==> src/bpl_pkg.sv <==
`default_nettype none

package bpl_pkg;

  localparam int CAPACITY_DEF   = 16;
  localparam int VALUE_BITS_DEF = 32;

  localparam int FUNC_W   = 3;
  localparam int DATA_W   = 32;
  localparam int POS_W    = 5;
  localparam int STATUS_W = 2;
  localparam int COUNT_W  = 5;

  typedef enum logic [FUNC_W-1:0] {
    FN_PUSH_FRONT = 3'd0,
    FN_PUSH_BACK  = 3'd1,
    FN_INSERT_AT  = 3'd2,
    FN_POP_FRONT  = 3'd3,
    FN_POP_BACK   = 3'd4,
    FN_REMOVE_AT  = 3'd5,
    FN_CLEAR      = 3'd6
  } func_e;

  typedef enum logic [STATUS_W-1:0] {
    ST_OK     = 2'd0,
    ST_EMPTY  = 2'd1,
    ST_FULL   = 2'd2,
    ST_BADPOS = 2'd3
  } status_e;

  typedef enum logic {
    S_IDLE = 1'b0,
    S_EXEC = 1'b1
  } state_e;

  typedef struct packed {
    logic load;
    logic exec;
  } cmd_t;

endpackage

`default_nettype wire

==> src/bounded_positional_list_unit.sv <==
// channel   | ports                                        | handshake
// ----------+----------------------------------------------+-------------------------
// command   | func_i, value_i, position_i                  | start_i & !busy_o
// result    | status_o, removed_value_o, count_o           | valid_o, one cycle
//
// A command is latched on the transfer edge, executed by the shifting entry row
// in the next cycle (busy_o high), and the result shows on the following cycle
// with valid_o while a new command can already transfer. No new command can
// transfer while the execute state holds busy_o high.
// Asynchronous active-low reset empties the list; entry storage is not cleared.
// The receiver cannot stall; each result is strobed exactly once.
`default_nettype none

module bounded_positional_list_unit
  import bpl_pkg::*;
#(
  parameter int CAPACITY   = CAPACITY_DEF,
  parameter int VALUE_BITS = VALUE_BITS_DEF
) (
  input  wire                       clk_i,
  input  wire                       rst_ni,
  input  wire                       start_i,
  output logic                      busy_o,
  input  wire  [FUNC_W-1:0]         func_i,
  input  wire  signed [DATA_W-1:0]  value_i,
  input  wire  [POS_W-1:0]          position_i,
  output logic                      valid_o,
  output logic [STATUS_W-1:0]       status_o,
  output logic signed [DATA_W-1:0]  removed_value_o,
  output logic [COUNT_W-1:0]        count_o
);

  cmd_t cmd;

  bpl_ctrl u_ctrl (
    .clk_i   (clk_i),
    .rst_ni  (rst_ni),
    .start_i (start_i),
    .busy_o  (busy_o),
    .valid_o (valid_o),
    .cmd_o   (cmd)
  );

  bpl_datapath #(
    .CAPACITY   (CAPACITY),
    .VALUE_BITS (VALUE_BITS)
  ) u_datapath (
    .clk_i           (clk_i),
    .rst_ni          (rst_ni),
    .cmd_i           (cmd),
    .func_i          (func_i),
    .value_i         (value_i),
    .position_i      (position_i),
    .status_o        (status_o),
    .removed_value_o (removed_value_o),
    .count_o         (count_o)
  );

endmodule

`default_nettype wire

==> src/bpl_ctrl.sv <==
`default_nettype none

module bpl_ctrl
  import bpl_pkg::*;
(
  input  wire  clk_i,
  input  wire  rst_ni,
  input  wire  start_i,
  output logic busy_o,
  output logic valid_o,
  output cmd_t cmd_o
);

  state_e state_q, state_d;
  logic   valid_q;

  always_ff @(posedge clk_i or negedge rst_ni) begin
    if (!rst_ni) begin
      state_q <= S_IDLE;
      valid_q <= 1'b0;
    end else begin
      state_q <= state_d;
      valid_q <= cmd_o.exec;
    end
  end

  always_comb begin
    state_d   = state_q;
    cmd_o     = '0;
    busy_o    = 1'b0;
    case (state_q)
      S_IDLE: begin
        if (start_i) begin
          cmd_o.load = 1'b1;
          state_d    = S_EXEC;
        end
      end
      S_EXEC: begin
        busy_o     = 1'b1;
        cmd_o.exec = 1'b1;
        state_d    = S_IDLE;
      end
      default: begin
        state_d = S_IDLE;
      end
    endcase
  end

  assign valid_o = valid_q;

`ifndef SYNTHESIS
  a_accept_exec: assert property (@(posedge clk_i) disable iff (!rst_ni)
    (start_i && !busy_o) |=> (state_q == S_EXEC))
    else $error("accepted transfer did not enter execute");

  a_exec_valid: assert property (@(posedge clk_i) disable iff (!rst_ni)
    cmd_o.exec |=> valid_o)
    else $error("execute without result strobe");

  a_valid_once: assert property (@(posedge clk_i) disable iff (!rst_ni)
    valid_o |-> !busy_o)
    else $error("result strobe while busy");
`endif

endmodule

`default_nettype wire

==> src/bpl_datapath.sv <==
`default_nettype none

module bpl_datapath
  import bpl_pkg::*;
#(
  parameter int CAPACITY   = CAPACITY_DEF,
  parameter int VALUE_BITS = VALUE_BITS_DEF
) (
  input  wire                        clk_i,
  input  wire                        rst_ni,
  input  wire  cmd_t                 cmd_i,
  input  wire  [FUNC_W-1:0]          func_i,
  input  wire  signed [DATA_W-1:0]   value_i,
  input  wire  [POS_W-1:0]           position_i,
  output logic [STATUS_W-1:0]        status_o,
  output logic signed [DATA_W-1:0]   removed_value_o,
  output logic [COUNT_W-1:0]         count_o
);

  localparam int CW = $clog2(CAPACITY + 1);
  localparam int IW = $clog2(CAPACITY);
  localparam int PW = (CW > POS_W) ? CW : POS_W;

  logic [FUNC_W-1:0]         func_q;
  logic signed [DATA_W-1:0]  val_q;
  logic [POS_W-1:0]          pos_q;

  logic [CW-1:0]             cnt_q, cnt_d;
  logic signed [VALUE_BITS-1:0] cells_q [CAPACITY];
  logic signed [VALUE_BITS-1:0] cells_d [CAPACITY];

  status_e                   status_q, st;
  logic signed [DATA_W-1:0]  removed_q, got;

  logic [PW-1:0]             cnt_w, pos_w, ins_pos, rem_pos;
  logic                      ins_req, rem_req, full, empty;
  logic signed [VALUE_BITS-1:0] v_in;

  assign cnt_w = PW'(cnt_q);
  assign pos_w = PW'(pos_q);
  assign full  = (cnt_w == PW'(CAPACITY));
  assign empty = (cnt_q == '0);
  assign v_in  = VALUE_BITS'(val_q);

  always_comb begin
    cells_d = cells_q;
    cnt_d   = cnt_q;
    st      = ST_OK;
    got     = '0;
    ins_req = 1'b0;
    rem_req = 1'b0;
    ins_pos = '0;
    rem_pos = '0;
    case (func_e'(func_q))
      FN_PUSH_FRONT: begin
        ins_req = 1'b1;
      end
      FN_PUSH_BACK: begin
        ins_req = 1'b1;
        ins_pos = cnt_w;
      end
      FN_INSERT_AT: begin
        ins_req = 1'b1;
        ins_pos = pos_w;
      end
      FN_POP_FRONT: begin
        rem_req = 1'b1;
      end
      FN_POP_BACK: begin
        rem_req = 1'b1;
        rem_pos = cnt_w - 1'b1;
      end
      FN_REMOVE_AT: begin
        rem_req = 1'b1;
        rem_pos = pos_w;
      end
      FN_CLEAR: begin
        st    = empty ? ST_EMPTY : ST_OK;
        cnt_d = '0;
      end
      default: begin
      end
    endcase

    if (ins_req) begin
      if (full) begin
        st = ST_FULL;
      end else if (ins_pos > cnt_w) begin
        st = ST_BADPOS;
      end else begin
        for (int i = 1; i < CAPACITY; i++) begin
          if (PW'(i) > ins_pos) begin
            cells_d[i] = cells_q[i-1];
          end
        end
        cells_d[ins_pos[IW-1:0]] = v_in;
        cnt_d = cnt_q + 1'b1;
      end
    end

    if (rem_req) begin
      if (empty) begin
        st = ST_EMPTY;
      end else if (rem_pos >= cnt_w) begin
        st = ST_BADPOS;
      end else begin
        got = DATA_W'(cells_q[rem_pos[IW-1:0]]);
        for (int i = 0; i < CAPACITY - 1; i++) begin
          if (PW'(i) >= rem_pos) begin
            cells_d[i] = cells_q[i+1];
          end
        end
        cnt_d = cnt_q - 1'b1;
      end
    end
  end

  always_ff @(posedge clk_i or negedge rst_ni) begin
    if (!rst_ni) begin
      cnt_q <= '0;
    end else if (cmd_i.exec) begin
      cnt_q <= cnt_d;
    end
  end

  always_ff @(posedge clk_i) begin
    if (cmd_i.load) begin
      func_q <= func_i;
      val_q  <= value_i;
      pos_q  <= position_i;
    end
    if (cmd_i.exec) begin
      cells_q   <= cells_d;
      status_q  <= st;
      removed_q <= got;
    end
  end

  assign status_o        = status_q;
  assign removed_value_o = removed_q;
  assign count_o         = COUNT_W'(cnt_q);

`ifndef SYNTHESIS
  a_cnt_bound: assert property (@(posedge clk_i) disable iff (!rst_ni)
    cnt_q <= CW'(CAPACITY))
    else $error("count above capacity");

  a_fail_keeps_cnt: assert property (@(posedge clk_i) disable iff (!rst_ni)
    cmd_i.exec |=> (status_q == ST_OK) || $stable(cnt_q))
    else $error("failed operation changed count");

  a_fail_zero_val: assert property (@(posedge clk_i) disable iff (!rst_ni)
    cmd_i.exec |=> (status_q == ST_OK) || (removed_q == '0))
    else $error("failed operation returned a value");
`endif

endmodule

`default_nettype wire
==> config.mk <==
export PLATFORM = sky130hd
export DESIGN_NAME = bounded_positional_list_unit
export DESIGN_NICKNAME = d
export VERILOG_FILES = /design/src/bpl_pkg.sv /design/src/bounded_positional_list_unit.sv /design/src/bpl_ctrl.sv /design/src/bpl_datapath.sv
export SDC_FILE = /design/constraint.sdc
export NUM_CORES = 2
export LEC_CHECK = 0
export BUFFER_PORTS_ARGS = -buffer_cell sky130_fd_sc_hd__buf_2
export CORE_MARGIN = 4
export CORE_UTILIZATION = 35
export CTS_CLUSTER_SIZE = 12
export DETAILED_ROUTE_END_ITERATION = 12
export PLACE_DENSITY = 0.52
export SYNTH_ARGS = -nofsm -noshare
export SYNTH_HDL_FRONTEND = slang
export SYNTH_SLANG_ARGS = --single-unit
==> constraint.sdc <==
create_clock -name clk_i -period 19.1 [get_ports clk_i]
set_input_delay 1.91 -clock clk_i [delete_from_list [all_inputs] [get_ports clk_i]]
set_output_delay 1.91 -clock clk_i [all_outputs]
set_load 0.01 [all_outputs]
==> flow_metrics.tcl <==
set metrics [dict create \
    post_drt_via_cell_ratio 6.58 \
    worstSetupEndpointType "flip-flop" \
    synthFlopType "edfxtp_1" \
    grt_max_degree 170 \
    cts_resized 0 \
    syn_area_um2 39300 \
    clock_skew_ns 0.0336 \
    cts-root-buf "clkbuf_16" \
    fp.coreArea_um2 111000 \
    setup_viol 0 \
    setup_slack_ns 11.83 \
    holdBufCountCts 0 \
    antenna_found_initial 4 \
    synth_area_leaders "edfxtp_1 (45%), nand2_1 (8.2%), mux2_2 (3.4%)" \
    finalSetupTns_ns 0 \
    io_pins 84 \
    clk_pin_slew_ns 0.06 \
    totalWireLength_um 166000 \
    switchingPower_mw 2.53 \
    drtIter0Drc 4332 \
    chipHeight_um 343 \
    avgRoutedWirePerCell_um 29.5 \
    ys_types 87 \
    initial_core_util_pct 35.4 \
    p_leak_nw 14.7 \
    clock_sinks 593 \
    p_sw_share_pct 41.0 \
    arrival_ns 7.79 \
    p_int_mw 3.64 \
    avgSynthCellArea_um2 9.15 \
    post_cts.repair.setup_buffers 0 \
    grt_use_total_pct 27.2 \
    die_x_um 343 \
    drc 0 \
    slew_viol_final 0 \
    grt_remaining_overflow 0 \
    fin_nets 4136 \
    cts_tree "done" \
    postSynthCellCount 4297 \
    rr_endpoint "u_datapath.count_o[1]" \
    slew_headroom_pct 17.3 \
    firstDrtPassIters 7 \
    ys_seq_area_share_pct 45.2 \
    gp_congestion 0.891 \
    synth_top_cell_area_share_pct 44.8 \
    grt_pass1_wl_um 243000 \
    crit_type "reg2reg" \
    synth_edf_count 586 \
    synth_commonest_cells "nand2_1 (854), edfxtp_1 (586), clkbuf_1 (329)" \
    worst_pin_slew_ns 1.24 \
    num_vias 37000 \
    finalCritPeriodShare_pct 38.0 \
    synth_seq_cells 593 \
    p_per_area_nw_per_um2 143 \
    p_seq_share_pct 37.3 \
    finalHoldViolations 0 \
    dpl.hpwl_um 97100 \
    ant_nets 0 \
    max_cap_violations 0 \
    pre_cts_slack_ns 11.93 \
    worstSetupStartpointType "flip-flop" \
    r2r_slack_ns 11.83 \
    rr_startpoint "u_datapath.func_q[0]" \
    clk-insertion-delay-late_ns 0.67 \
    synth.largest_area_cell "edfxtp_1" \
    htree_num_levels 3 \
    power_frac_comb_pct 39.5 \
    dieArea_um2 118000 \
    area_delta_synth_final_pct 9.69 \
    r2r_cells 12 \
    port_buffers 83 \
    fin_crit_ns 7.27 \
    outcome "finished, final reports clean" \
    fmax_mhz 138 \
    crit_end "u_datapath.count_o[1]" \
    synth_nets 4352 \
    crit_fanout 86 \
    rows 122 \
    drive_gt1_share_pct 11.7 \
    grt_pass1_vias 35300 \
    cts-buffers-inserted 76 \
    crit_path_start "u_datapath.func_q[0]" \
    rsz0062_at_grt "false" \
    cp.required_ns 19.62 \
    max-clock-path-buffers 3 \
    power.share.clock_pct 23.2 \
    ir_worst_vdd_v 0.000105 \
    yosysWarnings 0 \
    synth_most_common_cell "nand2_1" \
    async_flop_share_pct 1.18 \
    hp-class "reg2reg" \
]
## cell usage in the layout (no fill, tap or decap), types with 12 or more instances in the layout
master	n
edfxtp_1	586
o31ai_1	35
mux2i_1	67
o221ai_1	13
nor2_1	179
o211ai_1	121
and3_1	12
nor3_1	24
nor3b_1	65
a22o_1	112
o32a_1	39
ha_1	12
inv_1	73
a221o_1	65
clkbuf_1	14
or4_1	16
clkinv_1	22
a22oi_1	84
o21ai_0	219
nand2_1	854
a31oi_1	196
o22ai_1	98
nand3_1	227
a211oi_1	65
o21ai_1	48
buf_4	96
a311oi_1	64
a32o_1	24
a21oi_1	151
buf_2	83
mux2_2	119
o22a_1	85
clkbuf_16	78
## how the worst min path moves through the flow
stage / from / end / cells after the start
after detailed placement: flip-flop / u_datapath.cells_q[39] / 2
after CTS: flip-flop / u_datapath.cells_q[55] / 2
after global placement: flip-flop / u_datapath.cells_q[53] / 2
after global routing: flip-flop / u_datapath.cells_q[55] / 2
after floorplan: flip-flop / u_datapath.cells_q[32] / 2
final: flip-flop / u_datapath.cells_q[55] / 2
## cells by family (layout without fill, tap and decap cells)
family                   after synthesis  after routing  synth area share (%)
AND/OR/NAND/NOR                     1443           1443                  16.1
AO/OA/AOI/OAI                       1501           1501                  27.4
XOR/XNOR                               3              3                0.0669
other                                  0              2                     0
flip-flops                           593            593                  45.2
multiplexers                         186            186                  5.12
buffers and inverters                559            402                  5.80
adder cells (fa/ha/maj)               12             12                 0.382
## registers in the layout, indices dropped and copies added (netlist names), named ones only
signal and cells:
u_ctrl.state_q 1, u_datapath.func_q 3, u_datapath.removed_value_o 32, u_datapath.cells_q 480, u_datapath.pos_q 5, u_ctrl.valid_o 1
u_datapath.status_o 2, u_datapath.count_o 5, u_datapath.v_in 32
## worst max-delay path, cell delays in order, from the launching register on
cell and delay (ns):
edfxtp_1 0.89, nand3b_1 0.27, a21o_1 0.67, inv_1 0.55
ha_1 0.46, and3b_1 0.18, a211oi_1 0.42, o31ai_4 0.25
a21oi_4 0.90, buf_4 0.92, buf_4 0.93, o31ai_1 0.16
a211o_1 0.32
## through the flow
stage	area [um^2]	power, mW	hold WS (ns)	instances	utilization [%]
final	43100	6.17	0.545	5630	38.8
after global routing	43100	6.48	0.577	5628	38.8
after detailed placement	40700	4.70	0.544	5491	36.7
after global placement	40700	4.67	0.542	5491	36.7
after floorplan	39300	3.91	0.523	4297	-
after CTS	43100	6.14	0.552	5628	38.8
## power by group through the flow
stage               logic (mW)  clock network (mW)  registers, mW
finish                    2.44                1.43           2.30
global route              2.63                1.51           2.34
CTS                       2.39                1.46           2.29
detailed placement        2.39                   0           2.31
global placement          2.35                   0           2.31
floorplan                 1.70                   0           2.22
## cell type report
type                       count  area (um^2)
fill                       11300        68000
multi-input combinational   3145        19600
sequential                   593        17800
clock buffer                  95         2050
tap                         1488         1860
timing repair buffer         183         1220
clock inverter                42          318
inverter                      82          314
antenna                        2         5.00
## layer usage
layer	vias to the layer above	track usage (%)	share of wire (%)
li1	16100	-	-
met1	18600	36.1	41
met2	1928	42.3	45
met3	385	5.25	8.6
met4	4	14.0	5.6
met5	-	0	0.018
Note: power is estimated with default switching activity, not from simulation.
